$ cat src/mhq_pkg.sv
// package: constants, widths and payload types of the hysteresis quantiser
package mhq_pkg;

	localparam int LEVELS       = 4;
	localparam int SCALE        = 10;
	localparam int FULL_PERCENT = 100;
	localparam int BAND_B       = 500 / LEVELS;
	localparam int STEP_M       = 1000 / LEVELS;
	localparam int HYST_RESET   = 25;
	localparam int LEVEL_MAX    = (LEVELS > 7) ? 7 : LEVELS;

	localparam int PCT_W   = 7;
	localparam int HYST_W  = 7;
	localparam int LEVEL_W = 3;
	localparam int Y_W     = 10;
	localparam int NUM_W   = 12;
	localparam int COUNT_W = $clog2(LEVELS + 1);

	typedef logic [PCT_W-1:0]          pct_t;
	typedef logic [HYST_W-1:0]         hyst_t;
	typedef logic [LEVEL_W-1:0]        level_t;
	typedef logic [Y_W-1:0]            scaled_t;
	typedef logic signed [NUM_W-1:0]   num_t;
	typedef logic [COUNT_W-1:0]        count_t;

endpackage

$ cat src/mhq_cfg_if.sv
// interface: configuration write channel carrying the hysteresis half-width
interface mhq_cfg_if;
	logic          valid;
	logic          ready;
	mhq_pkg::hyst_t hyst_width;

	modport source (output valid, output hyst_width, input ready);
	modport sink (input valid, input hyst_width, output ready);
endinterface

$ cat src/mhq_sample_if.sv
// interface: sample request channel carrying the percent sample
interface mhq_sample_if;
	logic          valid;
	logic          ready;
	mhq_pkg::pct_t sample_percent;

	modport source (output valid, output sample_percent, input ready);
	modport sink (input valid, input sample_percent, output ready);
endinterface

$ cat src/mhq_level_if.sv
// interface: result channel carrying the quantised level
interface mhq_level_if;
	logic            valid;
	logic            ready;
	mhq_pkg::level_t level;

	modport source (output valid, output level, input ready);
	modport sink (input valid, input level, output ready);
endinterface

$ cat src/multilevel_hysteresis_quantizer.sv
// top level: multi-level quantiser with hysteresis bands around each midpoint
// path: input register, one pass of band compares, result register, then the result channel
// throughput: one sample per cycle unless a stalled result holds the input register
// the previous sample and level are held in registers updated as each result is loaded
// reset (arst_n low, asynchronous): channels empty, hyst_width 25, stored sample and level 0
module multilevel_hysteresis_quantizer (
	input  logic         clk,
	input  logic         arst_n,
	mhq_cfg_if.sink      cfg,
	mhq_sample_if.sink   sample,
	mhq_level_if.source  result
);

	logic              valid_s1;
	mhq_pkg::pct_t     pct_s1;
	mhq_pkg::hyst_t    hyst_q;
	mhq_pkg::scaled_t  last_y_q;
	mhq_pkg::level_t   last_level_q;
	logic              result_valid_q;
	mhq_pkg::level_t   result_level_q;

	logic              s1_adv;
	mhq_pkg::pct_t     pct_c;
	mhq_pkg::scaled_t  pct_ext;
	mhq_pkg::scaled_t  y;
	mhq_pkg::num_t     y_n;
	mhq_pkg::num_t     h_n;
	mhq_pkg::num_t     prev_n;
	mhq_pkg::num_t     b_n;
	logic              found;
	logic              prev_in;
	mhq_pkg::level_t   lvl_plain;
	mhq_pkg::level_t   lvl_up;
	mhq_pkg::level_t   lvl_down;
	mhq_pkg::level_t   lvl_next;

	function automatic mhq_pkg::level_t level_of(input mhq_pkg::num_t num);
		mhq_pkg::count_t cnt;
		cnt = '0;
		for (int j = 1; j <= mhq_pkg::LEVELS; j++) begin
			if (num >= mhq_pkg::num_t'(j * mhq_pkg::STEP_M)) begin
				cnt = mhq_pkg::count_t'(j);
			end
		end
		return mhq_pkg::level_t'(cnt);
	endfunction

	assign s1_adv       = valid_s1 && (!result_valid_q || result.ready);
	assign sample.ready = !valid_s1 || s1_adv;
	assign cfg.ready    = 1'b1;
	assign result.valid = result_valid_q;
	assign result.level = result_level_q;

	// clamp and scale by ten
	assign pct_c   = (pct_s1 > mhq_pkg::pct_t'(mhq_pkg::FULL_PERCENT)) ?
	                 mhq_pkg::pct_t'(mhq_pkg::FULL_PERCENT) : pct_s1;
	assign pct_ext = mhq_pkg::scaled_t'(pct_c);
	assign y       = (pct_ext << 3) + (pct_ext << 1);

	assign y_n    = mhq_pkg::num_t'(y);
	assign h_n    = mhq_pkg::num_t'(hyst_q);
	assign prev_n = mhq_pkg::num_t'(last_y_q);
	assign b_n    = mhq_pkg::num_t'(mhq_pkg::BAND_B);

	assign lvl_plain = level_of(y_n + b_n);
	assign lvl_up    = level_of(y_n - h_n + b_n);
	assign lvl_down  = level_of(y_n + h_n + b_n);

	// lowest band holding the new sample wins
	always_comb begin
		mhq_pkg::num_t mid;
		found   = 1'b0;
		prev_in = 1'b0;
		mid     = '0;
		for (int k = 0; k < mhq_pkg::LEVELS; k++) begin
			mid = mhq_pkg::num_t'((2 * k + 1) * mhq_pkg::BAND_B);
			if (!found && (y_n > mid - h_n) && (y_n < mid + h_n)) begin
				found   = 1'b1;
				prev_in = (prev_n > mid - h_n) && (prev_n < mid + h_n);
			end
		end
	end

	always_comb begin
		if (!found) begin
			lvl_next = lvl_plain;
		end else if (prev_in) begin
			lvl_next = last_level_q;
		end else if (last_y_q < y) begin
			lvl_next = lvl_up;
		end else if (last_y_q > y) begin
			lvl_next = lvl_down;
		end else begin
			lvl_next = last_level_q;
		end
	end

	always_ff @(posedge clk or negedge arst_n) begin
		if (!arst_n) begin
			hyst_q <= mhq_pkg::hyst_t'(mhq_pkg::HYST_RESET);
		end else if (cfg.valid && cfg.ready) begin
			hyst_q <= cfg.hyst_width;
		end
	end

	always_ff @(posedge clk or negedge arst_n) begin
		if (!arst_n) begin
			valid_s1 <= 1'b0;
		end else if (sample.ready) begin
			valid_s1 <= sample.valid;
		end
	end

	always_ff @(posedge clk) begin
		if (sample.valid && sample.ready) begin
			pct_s1 <= sample.sample_percent;
		end
	end

	always_ff @(posedge clk or negedge arst_n) begin
		if (!arst_n) begin
			result_valid_q <= 1'b0;
			last_y_q       <= '0;
			last_level_q   <= '0;
		end else begin
			if (!result_valid_q || result.ready) begin
				result_valid_q <= valid_s1;
			end
			if (s1_adv) begin
				last_y_q     <= y;
				last_level_q <= lvl_next;
			end
		end
	end

	always_ff @(posedge clk) begin
		if (s1_adv) begin
			result_level_q <= lvl_next;
		end
	end

endmodule

$ cat src/flat_wrapper.sv
// flat-port wrapper written by rule: the top's interface ports become plain ports
module multilevel_hysteresis_quantizer_flat 
  (clk, arst_n, cfg_valid, cfg_hyst_width, cfg_ready, sample_valid, sample_sample_percent, sample_ready, result_valid, result_level, result_ready);
  mhq_cfg_if cfg_i ();
  mhq_sample_if sample_i ();
  mhq_level_if result_i ();
  input  logic clk;
  input  logic arst_n;
  input wire logic [$bits(cfg_i.valid)-1:0] cfg_valid;
  input wire logic [$bits(cfg_i.hyst_width)-1:0] cfg_hyst_width;
  output wire logic [$bits(cfg_i.ready)-1:0] cfg_ready;
  input wire logic [$bits(sample_i.valid)-1:0] sample_valid;
  input wire logic [$bits(sample_i.sample_percent)-1:0] sample_sample_percent;
  output wire logic [$bits(sample_i.ready)-1:0] sample_ready;
  output wire logic [$bits(result_i.valid)-1:0] result_valid;
  output wire logic [$bits(result_i.level)-1:0] result_level;
  input wire logic [$bits(result_i.ready)-1:0] result_ready;
  assign cfg_i.valid = cfg_valid;
  assign cfg_i.hyst_width = cfg_hyst_width;
  assign cfg_ready = cfg_i.ready;
  assign sample_i.valid = sample_valid;
  assign sample_i.sample_percent = sample_sample_percent;
  assign sample_ready = sample_i.ready;
  assign result_valid = result_i.valid;
  assign result_level = result_i.level;
  assign result_i.ready = result_ready;
  multilevel_hysteresis_quantizer u_core (.clk(clk), .arst_n(arst_n), .cfg(cfg_i), .sample(sample_i), .result(result_i));
endmodule
$ cat config.mk
export PLATFORM = sky130hd
export DESIGN_NAME = multilevel_hysteresis_quantizer_flat
export DESIGN_NICKNAME = d
export VERILOG_FILES = /design/src/mhq_pkg.sv /design/src/mhq_cfg_if.sv /design/src/mhq_sample_if.sv /design/src/mhq_level_if.sv /design/src/multilevel_hysteresis_quantizer.sv /design/src/flat_wrapper.sv
export SDC_FILE = /design/constraint.sdc
export NUM_CORES = 1
export LEC_CHECK = 0
export ABC_AREA = 1
export BUFFER_PORTS_ARGS = -buffer_cell sky130_fd_sc_hd__clkbuf_2
export CAP_MARGIN = 20
export CORE_ASPECT_RATIO = 1.75
export CORE_MARGIN = 4
export CORE_UTILIZATION = 40
export CTS_BUF_LIST = sky130_fd_sc_hd__clkbuf_4 sky130_fd_sc_hd__clkbuf_8 sky130_fd_sc_hd__clkbuf_16
export DETAILED_ROUTE_END_ITERATION = 7
export REMOVE_ABC_BUFFERS = 1
export SKIP_LAST_GASP = 1
export SYNTH_ARGS = -nofsm -noshare
export SYNTH_HDL_FRONTEND = slang
export SYNTH_SLANG_ARGS = --single-unit
$ cat constraint.sdc
create_clock -name clk -period 5.2 [get_ports clk]
set_input_delay 1.04 -clock clk [delete_from_list [all_inputs] [get_ports clk]]
set_output_delay 1.04 -clock clk [all_outputs]
set_load 0.01 [all_outputs]
==> implementation parameters, run 1 <==
Parameter                              Value

Clock tree
  Clk slew on worst S/H paths ... 0.05 ns
  Maximum buffer depth of the clock tree ... 2
  TritonCTS clock tree ... done
  Number of buffers added to fix hold violations after cts ... 0
  Clock root buffer ... sky130_fd_sc_hd__clkbuf_16
  Cts repair resizes ... 0
  Inserted Clock Buffers ... 5
  Later-pin clock latency in the skew report ... 0.28 ns
  Htree depth ... 2
  Post-CTS Setup Repair Bufs ... 0
  CTS sink count ... 31

Worst hold path
  Worst Hold Class ... flop to flop

STA
  Final Critical Period ... 4.74 ns
  Final Max Tran Viols ... 0
  Fmax achieved ... 0.211 GHz
  Final hold slack ... 0.482 ns
  Total setup violations reported at the end of the flow ... 0
  Setup repair after global routing missed its margin ... false
  Final period util ... 91.1%
  Number of hold violations in the final report ... 0
  Final sum of negative setup slack ... 0 ns
  Worst slew pin tran ... 0.701 ns
  Worst Skew ... 0.00761 ns
  Worst-case headroom to the max-slew limit ... 53.2%

Placed design
  Weighted congestion reported at the end of routability-driven placement ... 0.964
  Number of placed cells counting well taps ... 1241
  Number of buffers added on ports ... 23
  Post-DP HPWL ... 18000 µm
  Placed inst area ... 7260 µm²

Critical path
  End point of the critical path ... u_core.result.level[1]
  Crit Reg-Reg Endpoint ... u_core.result.level[1]
  Length in cells of the worst reg-to-reg path ... 25
  WS Path Type ... flop to flop
  Path length in cells of the critical path ... 25
  Slowest stage cell, crit path ... sky130_fd_sc_hd__edfxtp_1
  CP arrival ... 4.76 ns
  Critical R2R Launch ... u_core.pct_s1[5]
  Endpoint kind of the worst setup timing path ... flop
  Flop-to-flop setup slack ... 0.46 ns
  Top cell family by delay on the critical path ... simple AND/OR/NAND/NOR gates
  Biggest fanout along the worst timing path ... 9
  Endpoint required time on the critical path ... 5.22 ns
  Critical path startpoint ... u_core.pct_s1[5]
  Worst path buffer plus inverter count ... 2
  CP max stage delay ... 0.55 ns
  Element type at the critical path start ... flop
  Most used cell along the critical path ... sky130_fd_sc_hd__nand2_1

Yosys
  Most area-consuming cells after synthesis ... sky130_fd_sc_hd__ha_1 27%, sky130_fd_sc_hd__nand2_1 12%, sky130_fd_sc_hd__dfrtp_1 6.6%
  Total number of yosys warnings ... 0
  Post-synthesis area per instance ... 6.90 µm²
  Share of the yosys chip area belonging to registers ... 12.1%
  EDFF count, synth ... 10
  Mapped cell area ... 6830 µm²
  Commonest register cell after synthesis ... sky130_fd_sc_hd__dfrtp_1
  Synth top area share ... 27.3%
  Synth Register Bits ... 31
  Synth top cells by count ... 221 x sky130_fd_sc_hd__nand2_1, 149 x sky130_fd_sc_hd__ha_1, 106 x sky130_fd_sc_hd__inv_1, 83 x sky130_fd_sc_hd__nor2_1, 71 x sky130_fd_sc_hd__a21oi_1
  Number of distinct standard cells referenced by the synthesized netlist ... 55
  Async set or reset register ratio after synthesis ... 67.7%
  Leading cell type by number of instances after synthesis ... sky130_fd_sc_hd__nand2_1
  Number of instances in the synthesized netlist ... 990
  Most area-hungry cell type in the Yosys netlist ... sky130_fd_sc_hd__ha_1

Final layout
  ANT cells ... 0
  Layout cell share with drive strength beyond 1 ... 10.9%
  Number of fillers in the final layout ... 1831
  Area overhead of the layout relative to synthesis ... 8.89%
  FF/Latch Area ... 830 µm²
  Non-filler cells in the finished layout ... 1249
  Nets ... 1195
  Multi-input gate area ... 5490 µm²
  Area of all placed cells without fillers ... 7430 µm²

GRT
  Total overflow reported by the global router ... 0
  Total track usage ... 23.4%
  Number of antenna violations at the first check in global routing ... 0
  Maximum number of pins on one net before global-route repair ... 22
  First-pass GRT wire length ... 35400 µm
  Via count of the first global-routing pass ... 6831

Job
  Max capacitance violation total ... 0

Drt
  Remaining antenna violation count after routing ... 0
  DR pass1 iterations ... 6
  Number of remaining DRC errors ... 0
  WL final ... 22100 µm
  Via count ... 6755
  Number of design-rule violations left by the first detailed-router iteration ... 412
  Wire per inst ... 17.7 µm
  Detail-routed via count per cell ... 5.41

Floorplan
  Die height ... 181 µm
  Number of I/O pins ... 25
  Die X ... 107 µm
  Effective utilization at floorplan ... 40.5%
  Overall die area ... 19300 µm²
  Core box area ... 16900 µm²
  Standard-cell row count ... 63

Pwr
  PD cells ... 391 nW/µm²
  Peak ir drop on the vdd network ... 0.161 mV
  Leakage dissipation ... 0.00392 µW

Status
  Run status ... finished clean
==> through the flow <==
| step | total power (µW) | setup slack, ns | util [%] |
|---|---|---|---|
| after floorplan | 1970 | 0.469 | - |
| after global placement | 2540 | 0.269 | 43.0 |
| after detailed placement | 2560 | 0.290 | 43.0 |
| after CTS | 2900 | 0.259 | 44.0 |
| after global routing | 3250 | 0.0594 | 44.1 |
| final | 2910 | 0.465 | 44.1 |
==> power breakdown <==
part	leakage, µW	switching, µW	internal, µW
clock	0.0000812	107	223
sequential	0.000348	141	320
combinational	0.00349	1350	768
total	0.00392	1590	1310
==> cells by family (layout without fill, tap and decap cells) <==
kind of cell	after synthesis	in the layout	share of synthesized area, %
other cells	1	1	0.0549
fa+ha+maj	155	155	29.1
simple gates	436	436	28.4
compound gates	183	183	15.5
buf+inv	130	162	7.66
flops	31	31	12.1
xor+xnor	54	54	7.15
==> area by class of cell <==
type,instances,area share [%]
Inverter,116,5.86
Clock inverter,3,0.522
Tap cell,227,3.82
Multi-Input combinational cell,829,73.9
Clock buffer,5,1.68
Timing Repair Buffer,38,3.06
Sequential cell,31,11.2
==> how the worst min path moves through the flow <==
stage | start | slack [ns] | end | depth (start not counted)
3_5_place_dp | u_core.hyst_q[3] | 0.48 | u_core.hyst_q[3] | 2
2_1_floorplan | u_core.last_level_q[2] | 0.47 | u_core.last_level_q[2] | 2
5_1_grt | u_core.hyst_q[3] | 0.51 | u_core.hyst_q[3] | 2
6_report | u_core.hyst_q[3] | 0.48 | u_core.hyst_q[3] | 2
3_3_place_gp | u_core.hyst_q[3] | 0.47 | u_core.hyst_q[3] | 2
4_1_cts | u_core.hyst_q[3] | 0.49 | u_core.hyst_q[3] | 2
==> registers in the layout, indices dropped and copies added (netlist names) <==
register             cells
u_core.last_y_q          9
u_core.result.level      3
u_core.last_level_q      3
u_core.pct_s1            7
u_core.hyst_q            7
u_core.result.valid      1
u_core.valid_s1          1
==> layer usage <==
layer	track usage (%)	part of all wire [%]	vias up
met5	0	0	-
met4	15.7	8.3	0
met3	2.32	3.9	105
met2	43.1	52	192
met1	24.3	36	3073
li1	-	-	3385
==> worst register-to-register path, stage by stage (launching register included) <==
cell                       delay, ns
sky130_fd_sc_hd__edfxtp_1       0.55
sky130_fd_sc_hd__nand2_1        0.17
sky130_fd_sc_hd__inv_1          0.08
sky130_fd_sc_hd__nand2_1        0.09
sky130_fd_sc_hd__nor2_1         0.22
sky130_fd_sc_hd__nor2_1         0.09
sky130_fd_sc_hd__ha_1           0.32
sky130_fd_sc_hd__nand4_1        0.12
sky130_fd_sc_hd__nand3_2        0.16
sky130_fd_sc_hd__xnor2_4        0.42
sky130_fd_sc_hd__buf_4          0.21
sky130_fd_sc_hd__ha_1           0.24
sky130_fd_sc_hd__nand2_1        0.06
sky130_fd_sc_hd__nor2_1         0.05
sky130_fd_sc_hd__a211oi_1       0.15
sky130_fd_sc_hd__o21ai_0        0.14
sky130_fd_sc_hd__a21oi_1        0.15
sky130_fd_sc_hd__nand3_1        0.16
sky130_fd_sc_hd__o211ai_1       0.14
sky130_fd_sc_hd__nor2_1         0.07
sky130_fd_sc_hd__a21oi_1        0.12
sky130_fd_sc_hd__nand2_1        0.12
sky130_fd_sc_hd__a21oi_4        0.24
sky130_fd_sc_hd__o21ai_1        0.18
sky130_fd_sc_hd__o21ai_1        0.16
sky130_fd_sc_hd__nand2_1        0.07
==> cells in the final DEF (no fill, tap or decap), types with 3 or more instances in the layout <==
cell,synthesis,routed
sky130_fd_sc_hd__nand2_2,23,23
sky130_fd_sc_hd__dfrtp_1,18,18
sky130_fd_sc_hd__buf_4,3,15
sky130_fd_sc_hd__a21o_1,5,5
sky130_fd_sc_hd__inv_2,8,8
sky130_fd_sc_hd__o221ai_1,3,3
sky130_fd_sc_hd__a221oi_1,3,3
sky130_fd_sc_hd__dfstp_2,3,3
sky130_fd_sc_hd__nand2_4,3,3
sky130_fd_sc_hd__nand2_1,221,221
sky130_fd_sc_hd__xor2_1,45,45
sky130_fd_sc_hd__inv_1,106,106
sky130_fd_sc_hd__nand3_1,59,59
sky130_fd_sc_hd__nor4_1,4,4
sky130_fd_sc_hd__a211oi_1,4,4
sky130_fd_sc_hd__o21ai_1,8,9
sky130_fd_sc_hd__edfxtp_1,10,10
sky130_fd_sc_hd__nor2_1,83,83
sky130_fd_sc_hd__o21bai_1,4,4
sky130_fd_sc_hd__clkbuf_2,0,23
sky130_fd_sc_hd__ha_1,149,149
sky130_fd_sc_hd__xnor2_1,7,6
sky130_fd_sc_hd__nand3_2,8,8
sky130_fd_sc_hd__a21oi_1,71,71
sky130_fd_sc_hd__clkbuf_16,0,5
sky130_fd_sc_hd__clkinv_1,2,3
sky130_fd_sc_hd__nand4_1,13,13
sky130_fd_sc_hd__nor3_1,7,7
sky130_fd_sc_hd__o21ai_0,59,58
sky130_fd_sc_hd__nor2_2,9,9
sky130_fd_sc_hd__fa_1,6,6
sky130_fd_sc_hd__a31oi_1,4,4
Power figures use the tool's default switching activity.
==> run 2, diff against run 1 <==
Settings changed: PLACE_DENSITY_LB_ADDON set to 0.25.
==> run 2 against run 1 <==
Power increased by 1.1%. Worst hold slack improved by 0.0078 ns. Cell count increased by 0.32%. Clock skew decreased by 0.0017 ns. Cell area increased by 0.39%. Clock power increased by 4%. Via count increased by 0.30%. Utilization increased by 0.17 points. Register-to-register slack improved by 0.13 ns. Sequential share of layout area about the same. Global-route usage increased by 0.21 points. Largest power group unchanged.
==> implementation parameters, run 2 (synthesis gave the netlist of run 1 again) <==
Parameter                              Value

Drt
  DR pass1 iterations ... 5
  Number of remaining DRC errors ... 0
  Via count ... 6775
  Detail-routed via count per cell ... 5.41
  Remaining antenna violation count after routing ... 0
  WL final ... 22200 µm
  Wire per inst ... 17.7 µm
  Number of design-rule violations left by the first detailed-router iteration ... 357

Clock tree
  Clock root buffer ... sky130_fd_sc_hd__clkbuf_16
  Inserted Clock Buffers ... 5
  Later-pin clock latency in the skew report ... 0.28 ns
  Clk slew on worst S/H paths ... 0.05 ns
  Maximum buffer depth of the clock tree ... 2
  TritonCTS clock tree ... done
  Htree depth ... 2
  CTS sink count ... 31
  Post-CTS Setup Repair Bufs ... 0

Worst hold path
  Beginning of the worst hold path ... u_core.hyst_q[3]
  Worst Hold Path EP ... u_core.hyst_q[3]
  Worst Hold Class ... flop to flop
  Hold Path Stages ... 2

STA
  Worst slew pin tran ... 0.646 ns
  Final period util ... 88.7%
  Fmax achieved ... 0.217 GHz
  Worst Skew ... 0.00591 ns
  Setup repair after global routing missed its margin ... false
  Final sum of negative setup slack ... 0 ns
  Worst-case headroom to the max-slew limit ... 56.4%
  Total setup violations reported at the end of the flow ... 0
  Final Max Tran Viols ... 0
  Final Critical Period ... 4.61 ns
  Number of hold violations in the final report ... 0

Floorplan
  Die X ... 107 µm
  Core box area ... 16900 µm²
  Effective utilization at floorplan ... 40.5%
  Overall die area ... 19300 µm²
  Standard-cell row count ... 63
  Number of I/O pins ... 25
  Die height ... 181 µm

Critical path
  Biggest fanout along the worst timing path ... 7
  Flop-to-flop setup slack ... 0.59 ns
  Endpoint kind of the worst setup timing path ... flop
  Endpoint required time on the critical path ... 5.23 ns
  CP arrival ... 4.64 ns
  Top cell family by delay on the critical path ... simple AND/OR/NAND/NOR gates
  Crit Reg-Reg Endpoint ... u_core.result.level[0]
  WS Path Type ... flop to flop
  Worst path buffer plus inverter count ... 2
  CP max stage delay ... 0.51 ns
  Critical R2R Launch ... u_core.pct_s1[3]
  Most used cell along the critical path ... sky130_fd_sc_hd__nand2_1
  Element type at the critical path start ... flop
  Slowest stage cell, crit path ... sky130_fd_sc_hd__edfxtp_1
  Length in cells of the worst reg-to-reg path ... 32

Final layout
  ANT cells ... 0
  Area overhead of the layout relative to synthesis ... 9.31%
  Largest register by flop count ... u_core.last_y_q
  Largest register FFs ... 9
  Nets ... 1199
  Most common cell after layout, fill and taps aside ... sky130_fd_sc_hd__nand2_1
  Leading registers by flop count ... u_core.last_y_q: 9 flops, u_core.hyst_q: 7 flops, u_core.pct_s1: 7 flops
  Most frequent cells in the layout ... 221 x sky130_fd_sc_hd__nand2_1, 149 x sky130_fd_sc_hd__ha_1, 106 x sky130_fd_sc_hd__inv_1
  Layout cell share with drive strength beyond 1 ... 11.3%

Pwr
  PD cells ... 394 nW/µm²
  Design Power ... 2940 µW
  Peak ir drop on the vdd network ... 0.157 mV
  Leakage dissipation ... 0.00394 µW

GRT
  Number of antenna violations at the first check in global routing ... 0
  Total track usage ... 23.6%
  Via count of the first global-routing pass ... 6886
  Total overflow reported by the global router ... 0
  Maximum number of pins on one net before global-route repair ... 22
  First-pass GRT wire length ... 35400 µm

Placed design
  Weighted congestion reported at the end of routability-driven placement ... 0.964
  Number of buffers added on ports ... 23
  Post-DP HPWL ... 18100 µm

Job
  Max capacitance violation total ... 0

Status
  Run status ... finished clean
-- run 2: repair_timing --
item	CTS	global route
endpoints found under the setup margin	0	2
endpoints found under the hold margin	0	0
hold buffers	0	0
resized for setup	0	1
-- run 2: worst max path at each step --
| stage | start | endpoint | slack [ns] | cells past startpoint |
|---|---|---|---|---|
| after floorplan | u_core.pct_s1[3] | u_core.result.level[0] | 0.47 | 30 |
| after global placement | u_core.pct_s1[3] | u_core.result.level[0] | 0.54 | 32 |
| after detailed placement | u_core.pct_s1[3] | u_core.result.level[0] | 0.48 | 32 |
| after CTS | u_core.pct_s1[5] | u_core.result.level[0] | 0.45 | 34 |
| after global routing | u_core.pct_s1[3] | u_core.result.level[0] | 0.05 | 32 |
| final | u_core.pct_s1[3] | u_core.result.level[0] | 0.59 | 32 |
-- run 2: stage by stage --
stage | setup WS, ns | utilization, % | instances | hold WS [ns] | cell area (µm²)
after floorplan | 0.469 | - | 976 | 0.465 | 6740
after global placement | 0.538 | 43.2 | 1245 | 0.479 | 7280
final | 0.590 | 44.2 | 1253 | 0.490 | 7460
after detailed placement | 0.480 | 43.2 | 1245 | 0.492 | 7280
after global routing | 0.0497 | 44.2 | 1253 | 0.525 | 7460
after CTS | 0.454 | 44.2 | 1253 | 0.500 | 7460
-- run 2: power by group --
group / switching (µW) / internal (µW) / total, µW
logic: 1350 / 774 / 2130
clock network: 106 / 238 / 344
registers: 147 / 320 / 467
-- run 2: layout make-up --
| cell class | count | area, µm² |
|---|---|---|
| clock buffers | 6 | 139 |
| inverters | 116 | 435 |
| fillers | 1839 | 9410 |
| multi-input cells | 829 | 5480 |
| clock inverters | 2 | 35.0 |
| flip-flops and latches | 31 | 830 |
| well taps | 227 | 284 |
| repair buffers | 42 | 258 |
-- run 2: metal layers --
layer	GRT usage, %	part of all wire [%]	vias to the layer above
li1	-	-	3399
met1	23.3	35	3072
met2	44.8	53	199
met3	2.11	3.1	105
met4	16.7	8.8	0
met5	0	0	-
-- run 2: worst register-to-register path: cells and delay by family, from the launching register on --
family / cells / cell delay, ns
buf+inv: 2 / 0.14
simple gates: 24 / 2.54
flops: 1 / 0.51
fa+ha+maj: 3 / 0.73
compound gates: 2 / 0.23
xor+xnor: 1 / 0.24
